### config.mk
export PLATFORM = sky130hd
export DESIGN_NAME = cpu_alu_add_and_flags_top
export DESIGN_NICKNAME = d
export VERILOG_FILES = /design/src/rtl/cafl_pkg.sv /design/src/rtl/cafl_front.sv /design/src/rtl/cafl_queue.sv /design/src/rtl/cafl_back.sv /design/src/rtl/cpu_alu_add_and_flags_top.sv
export SDC_FILE = /design/constraint.sdc
export NUM_CORES = 1
export LEC_CHECK = 0
export ABC_AREA = 1
export BUFFER_PORTS_ARGS = -buffer_cell sky130_fd_sc_hd__buf_2
export CORE_MARGIN = 1.5
export CORE_UTILIZATION = 50
export CTS_BUF_LIST = sky130_fd_sc_hd__clkbuf_8
export DETAILED_ROUTE_END_ITERATION = 7
export PLACE_DENSITY = 0.78
export SETUP_SLACK_MARGIN = 0.2
export SLEW_MARGIN = 20
export SYNTH_ARGS = -nofsm -noshare
export SYNTH_HDL_FRONTEND = slang
export SYNTH_HIERARCHICAL = 1
export SYNTH_SLANG_ARGS = --single-unit
### constraint.sdc
create_clock -name clk -period 3.28 [get_ports clk]
set_clock_uncertainty 0.05 [all_clocks]
set_input_delay 0.328 -clock clk [delete_from_list [all_inputs] [get_ports clk]]
set_output_delay 0.328 -clock clk [all_outputs]
set_load 0.1 [all_outputs]
### src/rtl/cafl_pkg.sv
// Package for the add-and-flags execution unit: port item types, command codes,
// decoded operation type and flag bit positions. No dependencies.
`timescale 1ns / 1ps

package cafl_pkg;

  // Command codes carried on the input channel
  typedef enum logic [2:0] {
    CMD_ADC_A   = 3'd0,
    CMD_ADD_A   = 3'd1,
    CMD_AND_A   = 3'd2,
    CMD_ADD_HL  = 3'd3,
    CMD_ADD_HSP = 3'd4,
    CMD_ADD_SP  = 3'd5
  } cmd_t;

  // Operation class after decode
  typedef enum logic [2:0] {
    OP_NONE  = 3'd0,
    OP_ADD8  = 3'd1,
    OP_AND8  = 3'd2,
    OP_ADDHL = 3'd3,
    OP_ADDSP = 3'd4
  } op_kind_t;

  // Flag bit positions in the flag nibble
  localparam int unsigned FLAG_Z = 3;
  localparam int unsigned FLAG_N = 2;
  localparam int unsigned FLAG_H = 1;
  localparam int unsigned FLAG_C = 0;

  // Input request
  typedef struct packed {
    logic [2:0]        cmd;
    logic [7:0]        data_byte;
    logic [15:0]       data_word;
    logic signed [7:0] offset;
  } in_item_t;

  // Result: register state after the operation
  typedef struct packed {
    logic [7:0]  acc_out;
    logic [3:0]  flags_out;
    logic [15:0] hl_out;
    logic [15:0] sp_out;
  } out_item_t;

  // Decoded operation passed from front to back
  typedef struct packed {
    op_kind_t    kind;
    logic        use_carry;
    logic        hl_from_sp;
    logic [7:0]  data_byte;
    logic [15:0] data_word;
    logic [7:0]  offset;
  } op_t;

endpackage

### src/rtl/cafl_front.sv
// Front stage: accepts input requests and decodes the command into an operation class.
// Depends on cafl_pkg.
`timescale 1ns / 1ps

module cafl_front
  import cafl_pkg::*;
(
  input  logic     clk,
  input  logic     rst_n,
  input  logic     in_push,
  output logic     in_full,
  input  in_item_t in_data,
  input  logic     q_ready,
  output logic     q_push,
  output op_t      q_op
);

  logic f_v_r, f_v_nxt;
  op_t  f_op_r, f_op_nxt;
  logic f_load;

  // Decode the incoming command
  always_comb begin
    f_op_nxt            = '0;
    f_op_nxt.data_byte  = in_data.data_byte;
    f_op_nxt.data_word  = in_data.data_word;
    f_op_nxt.offset     = in_data.offset;
    f_op_nxt.kind       = OP_NONE;
    f_op_nxt.use_carry  = 1'b0;
    f_op_nxt.hl_from_sp = 1'b0;
    case (cmd_t'(in_data.cmd))
      CMD_ADC_A: begin
        f_op_nxt.kind      = OP_ADD8;
        f_op_nxt.use_carry = 1'b1;
      end
      CMD_ADD_A:  f_op_nxt.kind = OP_ADD8;
      CMD_AND_A:  f_op_nxt.kind = OP_AND8;
      CMD_ADD_HL: f_op_nxt.kind = OP_ADDHL;
      CMD_ADD_HSP: begin
        f_op_nxt.kind       = OP_ADDHL;
        f_op_nxt.hl_from_sp = 1'b1;
      end
      CMD_ADD_SP: f_op_nxt.kind = OP_ADDSP;
      default:    f_op_nxt.kind = OP_NONE;
    endcase
  end

  // Hold the stage while the queue cannot take it
  assign in_full = f_v_r && !q_ready;
  assign f_load  = in_push && !in_full;
  assign q_push  = f_v_r && q_ready;
  assign q_op    = f_op_r;

  always_comb begin
    f_v_nxt = f_v_r;
    if (f_load) begin
      f_v_nxt = 1'b1;
    end else if (q_push) begin
      f_v_nxt = 1'b0;
    end
  end

  always_ff @(posedge clk) begin
    if (!rst_n) begin
      f_v_r <= 1'b0;
    end else begin
      f_v_r <= f_v_nxt;
    end
  end

  always_ff @(posedge clk) begin
    if (f_load) begin
      f_op_r <= f_op_nxt;
    end
  end

endmodule

### src/rtl/cafl_queue.sv
// Two-entry queue of decoded operations between front and back.
// Depends on cafl_pkg.
`timescale 1ns / 1ps

module cafl_queue
  import cafl_pkg::*;
(
  input  logic clk,
  input  logic rst_n,
  input  logic push,
  input  op_t  push_op,
  output logic ready,
  input  logic pop,
  output logic valid,
  output op_t  head_op
);

  localparam int unsigned Depth = 2;

  op_t        ent_r [Depth];
  logic       wr_ptr_r, wr_ptr_nxt;
  logic       rd_ptr_r, rd_ptr_nxt;
  logic [1:0] count_r, count_nxt;

  assign ready   = (count_r != 2'(Depth));
  assign valid   = (count_r != 2'd0);
  assign head_op = ent_r[rd_ptr_r];

  // Advance pointers and occupancy
  always_comb begin
    wr_ptr_nxt = push ? ~wr_ptr_r : wr_ptr_r;
    rd_ptr_nxt = pop ? ~rd_ptr_r : rd_ptr_r;
    count_nxt  = count_r;
    if (push && !pop) begin
      count_nxt = count_r + 2'd1;
    end else if (pop && !push) begin
      count_nxt = count_r - 2'd1;
    end
  end

  always_ff @(posedge clk) begin
    if (!rst_n) begin
      wr_ptr_r <= 1'b0;
      rd_ptr_r <= 1'b0;
      count_r  <= 2'd0;
    end else begin
      wr_ptr_r <= wr_ptr_nxt;
      rd_ptr_r <= rd_ptr_nxt;
      count_r  <= count_nxt;
    end
  end

  // Store the pushed request
  always_ff @(posedge clk) begin
    if (push) begin
      ent_r[wr_ptr_r] <= push_op;
    end
  end

  a_count_bound: assert property (@(posedge clk) disable iff (!rst_n)
    count_r <= 2'(Depth))
    else $error("queue occupancy beyond depth");

  a_no_overflow: assert property (@(posedge clk) disable iff (!rst_n)
    !(push && !ready))
    else $error("push into a full queue");

  a_no_underflow: assert property (@(posedge clk) disable iff (!rst_n)
    !(pop && !valid))
    else $error("pop from an empty queue");

endmodule

### src/rtl/cafl_back.sv
// Back stage: executes decoded operations on A, flags, HL and SP and holds the result.
// Depends on cafl_pkg.
`timescale 1ns / 1ps

module cafl_back
  import cafl_pkg::*;
(
  input  logic      clk,
  input  logic      rst_n,
  input  logic      q_valid,
  input  op_t       q_op,
  output logic      q_pop,
  output logic      out_empty,
  input  logic      out_pop,
  output out_item_t out_data
);

  logic [7:0]  acc_r, acc_nxt;
  logic [3:0]  flags_r, flags_nxt;
  logic [15:0] hl_r, hl_nxt;
  logic [15:0] sp_r, sp_nxt;
  logic        out_v_r, out_v_nxt;

  logic        cin;
  logic [8:0]  sum8;
  logic [4:0]  nib8;
  logic [7:0]  and8;
  logic [15:0] hl_opnd;
  logic [16:0] sum16;
  logic [12:0] low12;
  logic [15:0] sp_sum;
  logic [4:0]  sp_nib;
  logic [8:0]  sp_byte;
  logic        fire;

  // Take the next operation once the result slot is free or being drained
  assign fire  = q_valid && (!out_v_r || out_pop);
  assign q_pop = fire;

  // Datapath for every operation class
  always_comb begin
    cin     = q_op.use_carry & flags_r[FLAG_C];
    sum8    = {1'b0, acc_r} + {1'b0, q_op.data_byte} + {8'd0, cin};
    nib8    = {1'b0, acc_r[3:0]} + {1'b0, q_op.data_byte[3:0]} + {4'd0, cin};
    and8    = acc_r & q_op.data_byte;
    hl_opnd = q_op.hl_from_sp ? sp_r : q_op.data_word;
    sum16   = {1'b0, hl_r} + {1'b0, hl_opnd};
    low12   = {1'b0, hl_r[11:0]} + {1'b0, hl_opnd[11:0]};
    sp_sum  = sp_r + {{8{q_op.offset[7]}}, q_op.offset};
    sp_nib  = {1'b0, sp_r[3:0]} + {1'b0, q_op.offset[3:0]};
    sp_byte = {1'b0, sp_r[7:0]} + {1'b0, q_op.offset};
  end

  // Select the new register state
  always_comb begin
    acc_nxt   = acc_r;
    flags_nxt = flags_r;
    hl_nxt    = hl_r;
    sp_nxt    = sp_r;
    if (fire) begin
      case (q_op.kind)
        OP_ADD8: begin
          acc_nxt   = sum8[7:0];
          flags_nxt = {(sum8[7:0] == 8'd0), 1'b0, nib8[4], sum8[8]};
        end
        OP_AND8: begin
          acc_nxt   = and8;
          flags_nxt = {(and8 == 8'd0), 1'b0, 1'b1, 1'b0};
        end
        OP_ADDHL: begin
          hl_nxt    = sum16[15:0];
          flags_nxt = {flags_r[FLAG_Z], 1'b0, low12[12], sum16[16]};
        end
        OP_ADDSP: begin
          sp_nxt    = sp_sum;
          flags_nxt = {1'b0, 1'b0, sp_nib[4], sp_byte[8]};
        end
        default: begin
          acc_nxt = acc_r;
        end
      endcase
    end
  end

  // Result slot: full after an operation, empty once drained
  always_comb begin
    out_v_nxt = out_v_r;
    if (fire) begin
      out_v_nxt = 1'b1;
    end else if (out_pop) begin
      out_v_nxt = 1'b0;
    end
  end

  always_ff @(posedge clk) begin
    if (!rst_n) begin
      acc_r   <= 8'd0;
      flags_r <= 4'd0;
      hl_r    <= 16'd0;
      sp_r    <= 16'd0;
      out_v_r <= 1'b0;
    end else begin
      acc_r   <= acc_nxt;
      flags_r <= flags_nxt;
      hl_r    <= hl_nxt;
      sp_r    <= sp_nxt;
      out_v_r <= out_v_nxt;
    end
  end

  // The result is the register state itself
  assign out_empty          = !out_v_r;
  assign out_data.acc_out   = acc_r;
  assign out_data.flags_out = flags_r;
  assign out_data.hl_out    = hl_r;
  assign out_data.sp_out    = sp_r;

  a_fire_gives_result: assert property (@(posedge clk) disable iff (!rst_n)
    fire |=> out_v_r)
    else $error("executed operation left no result");

  a_state_held_while_waiting: assert property (@(posedge clk) disable iff (!rst_n)
    (out_v_r && !out_pop) |=> ($stable(acc_r) && $stable(flags_r)
                              && $stable(hl_r) && $stable(sp_r)))
    else $error("register state changed under an undelivered result");

  a_and_sets_h: assert property (@(posedge clk) disable iff (!rst_n)
    (fire && q_op.kind == OP_AND8) |=> (flags_r[FLAG_H] && !flags_r[FLAG_C]))
    else $error("AND flags wrong");

endmodule

### src/rtl/cpu_alu_add_and_flags_top.sv
// Add-and-flags execution unit, top level. A request is registered in the front, written
// into the queue, then executed in the back, whose registers present the result.
// Throughput: one request per cycle while results are popped; a stalled out_pop holds back
// new requests.
// Reset (synchronous, active low) clears A, flags, HL, SP and empties every stage.
// Depends on cafl_pkg, cafl_front, cafl_queue and cafl_back.
`timescale 1ns / 1ps

module cpu_alu_add_and_flags_top
  import cafl_pkg::*;
(
  input  logic      clk,
  input  logic      rst_n,
  input  logic      in_push,
  output logic      in_full,
  input  in_item_t  in_data,
  output logic      out_empty,
  input  logic      out_pop,
  output out_item_t out_data
);

  logic q_push, q_ready, q_pop, q_valid;
  op_t  q_in_op, q_head_op;

  // Accept and decode
  cafl_front u_front (
    .clk     (clk),
    .rst_n   (rst_n),
    .in_push (in_push),
    .in_full (in_full),
    .in_data (in_data),
    .q_ready (q_ready),
    .q_push  (q_push),
    .q_op    (q_in_op)
  );

  // Decouple front from back
  cafl_queue u_queue (
    .clk     (clk),
    .rst_n   (rst_n),
    .push    (q_push),
    .push_op (q_in_op),
    .ready   (q_ready),
    .pop     (q_pop),
    .valid   (q_valid),
    .head_op (q_head_op)
  );

  // Execute and present results
  cafl_back u_back (
    .clk       (clk),
    .rst_n     (rst_n),
    .q_valid   (q_valid),
    .q_op      (q_head_op),
    .q_pop     (q_pop),
    .out_empty (out_empty),
    .out_pop   (out_pop),
    .out_data  (out_data)
  );

endmodule

==> flow_metrics.tcl, run 1 <==
set metrics [dict create \
    vias_per_cell 5.059 \
    ir_drop_mv 0.4116 \
    syn-num-nets 914 \
    nets 1040 \
    rows 46 \
    cts_tree "built" \
    start_util_pct 51.71 \
    period_share_pct 88.42 \
    worstSetupPathType "reg2reg" \
    synth_top_area_share_pct 40.14 \
    antenna_found_initial 0 \
    cap_violations 0 \
    grt_max_degree 38 \
    drtPass1Iterations 7 \
    cts_root_buf "clkbuf_8" \
    layout_min_cycle_time_ps 2900 \
    grt_pass1_wl_mm 28.33 \
    die_height_um 131.9 \
    grt_pass1_vias 5652 \
    place_hpwl_mm 12.57 \
    syn_inst 831 \
    worstRegToRegCells 15 \
    vias 5995 \
    status "finished clean" \
    p_int_w 0.004197 \
    yosysUniqueCellTypes 44 \
    hold_violations 0 \
    die_w_um 131.9 \
    syn_area_per_cell_sq_um 9.993 \
    yosysWarnings 6 \
    netlist_area_sq_um 8304 \
    cp-start-kind "flip-flop" \
    totalPowerFinal_w 0.007707 \
    synth_mux_area_share_pct 7.458 \
    power.switching_w 0.003510 \
    dieArea_sq_um 17390 \
    worstPathRequired_ps 3630 \
    tightest_slew_ps 1006 \
    synth_fa_ha_area_share_pct 6.991 \
    hold_depth 3 \
    synthToLayoutAreaGrowth_pct 15.61 \
    ys_seq_elements 161 \
    htreeDepth 4 \
    tns_ps 0 \
    grt-ovfl-total 0 \
    pwr_density_cell_nw_per_um2 802.8 \
    core-area_sq_um 16060 \
    synth_compound_area_share_pct 8.196 \
    synthTopCellsByArea "edfxtp_1 (40%), dfxtp_1 (12%), nand2_1 (7.3%)" \
    synthXorXnorAreaFrac_pct 2.109 \
    diodes 0 \
    yosysSeqAreaShare_pct 52.19 \
    post_drt_wl_per_cell_um 14.79 \
    arrival_ps 3250 \
    power_frac_clock_pct 17.3 \
    p_sw_share_pct 45.54 \
    detail-route-antenna-nets 0 \
    drive_gt1_share_pct 21.16 \
    relSlewSlack_pct 32.75 \
    p_leak_nw 4.482 \
    slew_violations 0 \
    synth_area_leader_cell "edfxtp_1" \
    clock_sinks 161 \
    fin_hold_ws_ps 102.1 \
    setup_viol 0 \
    p_comb_share_pct 48.4 \
    hold_path.class "in2reg" \
    clk_pin_slew_worst_paths_ps 90 \
    port_buffers 83 \
    synth_top_family_by_area "simple AND/OR/NAND/NOR gates" \
    pin_count 85 \
    first_iter_violations 374 \
    gp_congestion 0.9285 \
    grt_use_total_pct 20.78 \
    clk_path_buf_depth 2 \
    cts_setup_buffers 0 \
    rsz0062_at_grt "no" \
    cts-buffers-inserted 17 \
    end_kind "flip-flop" \
    fmax_ghz 0.3448 \
    clkLatencyLatePin_ps 460 \
    synth-simple-area-share_pct 16.45 \
    drt_wl_total_mm 17.52 \
    critical_path_peak_fanout 8 \
    drc_errors 0 \
    p_seq_share_pct 34.3 \
    fillers 1304 \
]
==> layout by cell type, fill, tap and decap left out, types with 8 or more instances in the layout <==
cell,netlist,final
nand3_1,47,47
dfxtp_1,50,49
xor2_1,15,15
nand2_1,161,161
nor2_1,80,78
a21o_1,8,8
buf_4,3,8
edfxtp_1,111,111
clkbuf_8,0,17
mux2_4,30,30
a21oi_1,60,60
buf_2,2,83
dlygate4sd3_1,0,32
inv_1,96,96
ha_1,40,40
o21ai_0,29,29
mux2_2,15,15
nor2_2,10,10
==> repair_timing <==
action	4_1_cts	5_1_grt
hold buffers	32	0
setup endpoints to repair	0	1
resized for setup	0	1
hold endpoints to repair	32	0
==> cells in the mapped netlist (all sizes together) <==
cell type,instances
a21o,8
o21ai,39
o21a,1
xnor2,5
or2,2
conb,1
o211ai,1
nand3,49
inv,102
ha,40
nor2,92
a21oi,64
and2,1
edfxtp,111
a21boi,1
dfxtp,50
nor3,5
a31oi,3
clkbuf,4
o21bai,4
xor2,15
nand2,167
fa,4
mux2,45
buf,13
nand4,3
a211oi,1
==> final timing paths <==
check,end,start,slack (ps)
max,u_back/flags_r[3]$_SDFFE_PN0P_,flip-flop,380
min,u_back/out_v_r$_SDFFE_PN0P_,out_pop,100
max reg2reg,u_back/flags_r[3]$_SDFFE_PN0P_,flip-flop,380
min reg2reg,u_queue/ent_r[1][18]$_DFFE_PP_,u_front/q_op[18]$_DFFE_PP_,400
==> area by class of cell <==
type | count | area (sq um) | area share [%]
clock buffers | 17 | 234.0 | 2.437
clock inverters | 14 | 125.1 | 1.303
inverters | 102 | 387.9 | 4.040
multi-input cells | 551 | 3441 | 35.84
flip-flops and latches | 161 | 4335 | 45.16
well taps | 216 | 270.3 | 2.815
repair buffers | 124 | 807.0 | 8.406
==> power groups by stage <==
stage	Clock (W)	Combinational (W)	Sequential (W)
floorplan	0	0.00227	0.00344
global placement	0	0.00363	0.00268
detailed placement	0	0.00366	0.00269
CTS	0.00137	0.00371	0.00265
global route	0.00144	0.00406	0.00268
finish	0.00133	0.00373	0.00265
==> registers in the layout, indices dropped and copies added (netlist names), named ones only <==
| register | flops |
|---|---|
| u_queue/ent_r | 74 |
| u_front/q_op | 37 |
| u_back/hl_r | 16 |
| u_back/sp_r | 16 |
| u_back/acc_r | 8 |
| u_back/flags_r | 3 |
| u_queue/count_r | 2 |
| u_back/out_v_r | 1 |
| u_front/f_v_r | 1 |
| u_queue/rd_ptr_r | 1 |
| u_queue/wr_ptr_r | 1 |
==> metal layers <==
layer  track usage (%)  wire [um]
met5                 0          0
met3             4.691        888
met4             6.481        295
met1             27.79       8111
met2             33.77       8228
==> worst max-delay path, cell delays in order (launching register included) <==
cell and delay, ps:
dfxtp_2 410, buf_6 180, mux2_2 350, nand2_1 70
inv_1 50, fa_1 400, fa_1 430, nand3_1 110
nand3_1 180, nand2_1 130, nand2_1 60, nand2_1 60
nand2_1 60, nor2_1 120, nand3_1 80, a21oi_1 120
==> logic make-up after synthesis <==
| family | Yosys count |
|---|---|
| fa+ha+maj | 44 |
| buf+inv | 119 |
| xor+xnor | 20 |
| mux | 45 |
| flops | 161 |
| simple gates | 319 |
| other cells | 1 |
| compound gates | 122 |
==> metrics by stage <==
| stage | setup WS, ps | utilization, % | std cells | area, sq um |
|---|---|---|---|---|
| global route | 207.8 | 59.79 | 1185 | 9600 |
| global placement | 415.5 | 55.53 | 1122 | 8917 |
| finish | 379.7 | 59.79 | 1185 | 9600 |
| CTS | 355.1 | 59.76 | 1185 | 9597 |
| floorplan | 402.7 | - | 831 | 8304 |
| detailed placement | 408.1 | 55.53 | 1122 | 8917 |
Note: power is estimated with default switching activity, not from simulation.
==> inputs of run 2 (changes only) <==
--- a/config.mk
+++ b/config.mk
@@ -14,5 +14,4 @@
 export PLACE_DENSITY = 0.78
 export SETUP_SLACK_MARGIN = 0.2
-export SLEW_MARGIN = 20
 export SYNTH_ARGS = -nofsm -noshare
 export SYNTH_HDL_FRONTEND = slang
==> constraint.sdc (replaced) <==
create_clock -name clk -period 3.28 [get_ports clk]
set_clock_uncertainty 0.05 [all_clocks]
set_input_delay 0 -clock clk [delete_from_list [all_inputs] [get_ports clk]]
set_output_delay 0 -clock clk [all_outputs]
set_load 0.1 [all_outputs]
==> run 2 against run 1 <==
Sequential power about the same. Combinational power hardly changed. Sequential share of layout area down 0.47 points. First-iteration DRC count increased by 11%. Clock-buffer cell count is the same. Critical path type unchanged.
==> flow_metrics.tcl, run 2 (same netlist as run 1, synthesis figures left out) <==
set metrics [dict create \
    clkLatencyLatePin_ps 460 \
    rsz0062_at_grt "no" \
    p_leak_nw 4.526 \
    port_buffers 83 \
    clk_path_buf_depth 2 \
    cts_tree "built" \
    detail-route-antenna-nets 0 \
    worstPathRequired_ps 3630 \
    vias 6012 \
    tightest_slew_ps 1047 \
    nets 1050 \
    start_util_pct 51.71 \
    power.switching_w 0.003515 \
    grt_max_degree 38 \
    status "finished clean" \
    end_kind "flip-flop" \
    hold_violations 0 \
    clock_sinks 161 \
    htreeDepth 4 \
    drc_errors 0 \
    layout.cells.most_common "nand2_1" \
    drtPass1Iterations 7 \
    min_from "in_data[4]" \
    synthToLayoutAreaGrowth_pct 16.81 \
    setup_viol 0 \
    arrival_ps 3260 \
    antenna_found_initial 0 \
    grt_use_total_pct 20.99 \
    hold_path.class "in2reg" \
    critical_path_peak_fanout 8 \
    rows 46 \
    post_drt_wl_per_cell_um 14.81 \
    largest_reg_flops 74 \
    power_frac_clock_pct 17.3 \
    gp_congestion 0.9285 \
    ir_drop_mv 0.4159 \
    period_share_pct 88.66 \
    cts-buffers-inserted 17 \
    vias_per_cell 5.031 \
    worstSetupPathType "reg2reg" \
    p_int_w 0.004205 \
    grt_pass1_vias 5712 \
    p_sw_share_pct 45.53 \
    grt_pass1_wl_mm 28.64 \
    top_register "u_queue/ent_r" \
    core-area_sq_um 16060 \
    die_height_um 131.9 \
    die_w_um 131.9 \
    place_hpwl_mm 12.57 \
    fmax_ghz 0.3439 \
    pin_count 85 \
    cts_root_buf "clkbuf_8" \
    postLayoutCoreUtil_pct 60.41 \
    cts_setup_buffers 0 \
    cp-start-kind "flip-flop" \
    drive_gt1_share_pct 20.94 \
    drt_wl_total_mm 17.70 \
    grt-ovfl-total 0 \
    tns_ps 0 \
    mostFrequentLayoutCells "nand2_1 (161), edfxtp_1 (111), inv_1 (96)" \
    relSlewSlack_pct 30.02 \
    slew_violations 0 \
    dieArea_sq_um 17390 \
    clk_pin_slew_worst_paths_ps 90 \
    p_seq_share_pct 34.3 \
    layout_min_cycle_time_ps 2908 \
    p_comb_share_pct 48.4 \
    fillers 1296 \
    pwr_density_cell_nw_per_um2 795.8 \
    first_iter_violations 414 \
    cap_violations 0 \
    diodes 0 \
]
==> run 2: cell types whose count changed in the layout (fill, tap and decap cells not counted) <==
cell,change
dlygate4sd3_1,+10
==> run 2: metal layers <==
metal	global-route usage (%)	wire (um)	vias to the layer above
met1	28.10	8211	2776
met4	6.481	259	0
li1	-	-	3066
met5	0	0	-
met2	34.21	8444	148
met3	4.614	783	22
==> run 2: metrics by stage <==
step	cell area [sq um]	hold WS [ps]	total power, W	cells	setup WS (ps)
2_1_floorplan	8304	48.87	0.005715	831	402.7
3_3_place_gp	8917	126.8	0.006316	1122	415.5
3_5_place_dp	8917	128.1	0.006356	1122	408.1
4_1_cts	9697	157.3	0.007736	1195	355.1
5_1_grt	9701	166.5	0.008198	1195	207.8
6_report	9701	194.6	0.007719	1195	371.8
==> run 2: area by class of cell <==
cell class                      count  area (sq um)  share of cell area, %
Sequential cell                   161          4335                  44.69
Timing Repair Buffer              134         907.1                  9.351
Multi-Input combinational cell    551          3441                  35.47
Tap cell                          216         270.3                  2.786
Inverter                          102         387.9                  3.998
Clock inverter                     14         125.1                  1.290
Clock buffer                       17         234.0                  2.412
==> run 2: worst paths after layout <==
kind / to / depth (start not counted) / slack (ps)
worst min-delay path: u_front/q_op[4]$_DFFE_PP_ / 2 / 190
worst max register to register: u_back/flags_r[3]$_SDFFE_PN0P_ / 15 / 370
worst min register to register: u_queue/ent_r[1][18]$_DFFE_PP_ / 0 / 400
worst max-delay path: u_back/flags_r[3]$_SDFFE_PN0P_ / 15 / 370
==> run 2: critical path, stage by stage (launching register included) <==
cell and delay (ps):
dfxtp_2 410, buf_6 180, mux2_2 350, nand2_1 70, inv_1 50, fa_1 400, fa_1 430, nand3_1 110
nand3_1 180, nand2_1 130, nand2_1 60, nand2_1 60, nand2_1 60, nor2_1 120, nand3_1 80, a21oi_1 120
==> run 2: repair_timing <==
item / 4_1_cts / 5_1_grt
endpoints found under the hold margin: 63 / 0
gates resized for setup: 0 / 1
setup endpoints to repair: 0 / 1
hold buffers: 42 / 0
==> run 2: power groups by stage <==
stage	sequential, W	clock [W]	combinational [W]
floorplan	0.00344	0	0.00227
global placement	0.00268	0	0.00363
detailed placement	0.00269	0	0.00366
CTS	0.00265	0.00137	0.00372
global route	0.00268	0.00145	0.00407
finish	0.00265	0.00134	0.00374
==> inputs of run 3 (changes only) <==
CAP_MARGIN = 20   (was unset)
PLACE_DENSITY = 0.81   (was 0.78)
clock period = 2.5 ns   (was 3.28 ns; I/O delays follow)
==> run 3 against run 2 <==
The run now ends with setup timing left. Non-clock buffer count increased by 56. Critical path depth decreased by 1. Maximum frequency rose by 7.7%. Sequential cell count is the same. Sequential share of layout area shrank 4.1 points. Register-to-register slack got worse by 570 ps. Setup slack worse by 570 ps. Clock-buffer cell count unchanged. Critical path type unchanged. Critical endpoint is now u_back/hl_r[12]$_SDFFE_PN0P_.
==> flow_metrics.tcl, run 3 (same netlist as run 1, synthesis figures left out) <==
set metrics [dict create \
    htreeDepth 4 \
    worstSetupPathType "reg2reg" \
    layout_min_cycle_time_ps 2700 \
    synthToLayoutAreaGrowth_pct 29.02 \
    antenna_found_initial 0 \
    drive_gt1_share_pct 34.07 \
    critical_path_peak_fanout 16 \
    layout.cells.most_common "nand2_1" \
    vias_per_cell 5.281 \
    mostFrequentLayoutCells "nand2_1 (132), edfxtp_1 (111), inv_1 (95)" \
    totalPowerFinal_w 0.01152 \
    dieArea_sq_um 17390 \
    first_iter_violations 594 \
    place_hpwl_mm 13.24 \
    cts_tree "built" \
    grt_use_total_pct 22.97 \
    pre_cts_ws_ps -151.9 \
    worstPathRequired_ps 2820 \
    die_height_um 131.9 \
    tightest_slew_ps 988.1 \
    cts-buffers-inserted 17 \
    clk_pin_slew_worst_paths_ps 90 \
    grt_max_degree 38 \
    largest_reg_flops 74 \
    die_w_um 131.9 \
    fmax_ghz 0.3703 \
    slew_violations 0 \
    grt-ovfl-total 0 \
    grt_pass1_vias 6459 \
    rows 46 \
    hold_path.class "in2reg" \
    detail-route-antenna-nets 0 \
    core-area_sq_um 16060 \
    relSlewSlack_pct 34.06 \
    end_kind "flip-flop" \
    worst_slack_ps -200.2 \
    gp_congestion 0.8888 \
    pwr_density_cell_nw_per_um2 1075 \
    ir_drop_mv 0.5849 \
    pin_count 85 \
    clk_path_buf_depth 2 \
    vias 6612 \
    port_buffers 83 \
    p_leak_nw 4.910 \
    violations "setup timing" \
    post_drt_wl_per_cell_um 16.32 \
    diodes 0 \
    cts_root_buf "clkbuf_8" \
    rsz0062_at_grt "yes" \
    drc_errors 0 \
    hold_violations 0 \
    period_share_pct 108.0 \
    drtPass1Iterations 7 \
    clock_sinks 161 \
    arrival_ps 3020 \
    grt_pass1_wl_mm 31.40 \
    cap_violations 0 \
    cp-start-kind "flip-flop" \
    start_util_pct 51.71 \
    status "finished with violations" \
    clkLatencyLatePin_ps 450 \
    drt_wl_total_mm 20.43 \
    nets 1106 \
    top_register "u_queue/ent_r" \
    setup_viol 15 \
]
run 3: layout make-up:
cell class              instances  area [sq um]
well taps                     216         270.3
clock inverters                15         141.4
inverters                     102         390.4
repair buffers                190          1384
fillers                      1077          5344
flip-flops and latches        161          4345
multi-input cells             551          3949
clock buffers                  17         234.0
run 3: worst max-delay path, cell delays in order (launching register included):
cell and delay, ps:
dfxtp_4 410, mux2_4 370, buf_12 180, nor2_2 140
a21oi_1 90, ha_1 380, nand2_1 120, nand2_1 90
a21oi_2 190, nand2_4 90, a21oi_4 170, xor2_1 170
nand2_1 70, nand2_1 60, inv_1 40
run 3: worst paths after layout:
path | cells after the start | slack [ps] | startpoint | to
worst max-delay path | 14 | -200 | flip-flop | u_back/hl_r[12]$_SDFFE_PN0P_
worst min-delay path | 2 | 200 | in_data[14] | u_front/q_op[14]$_DFFE_PP_
worst max register to register | 14 | -200 | flip-flop | u_back/hl_r[12]$_SDFFE_PN0P_
worst min register to register | 0 | 400 | u_front/q_op[35]$_DFFE_PP_ | u_queue/ent_r[0][35]$_DFFE_PP_
run 3: what timing repair did:
action / 4_1_cts / 5_1_grt
cloned: 0 / 0
gates resized for setup: 38 / 64
pin swaps: 23 / 42
setup buffers: 11 / 7
hold buffers: 42 / 0
setup endpoints to repair: 32 / 37
hold endpoints to repair: 56 / 0
run 3: stage by stage:
step	instance area (sq um)	hold WS, ps	std cells	setup TNS, ps	utilization [%]
global route	10710	185.3	1252	-3206	66.72
detailed placement	9359	128.1	1160	-896.3	58.28
floorplan	8449	48.87	831	-85.92	-
global placement	9359	126.6	1160	-216.0	58.28
finish	10710	201.2	1252	-1232	66.72
CTS	10410	175.3	1245	-52.15	64.82
run 3: layer usage:
| layer | share of wire [%] | track usage [%] | up-vias |
|---|---|---|---|
| met4 | 3.2 | 11.23 | 0 |
| met5 | 0 | 0 | - |
| met1 | 41 | 27.78 | 3104 |
| met3 | 7.5 | 5.959 | 60 |
| li1 | - | - | 3175 |
| met2 | 48 | 38.19 | 273 |
run 3: report_power, final:
group	total (W)	internal, W	switching (W)
Clock	0.00183	0.000874	0.000957
Sequential	0.00351	0.00324	0.000266
Combinational	0.00618	0.00232	0.00385
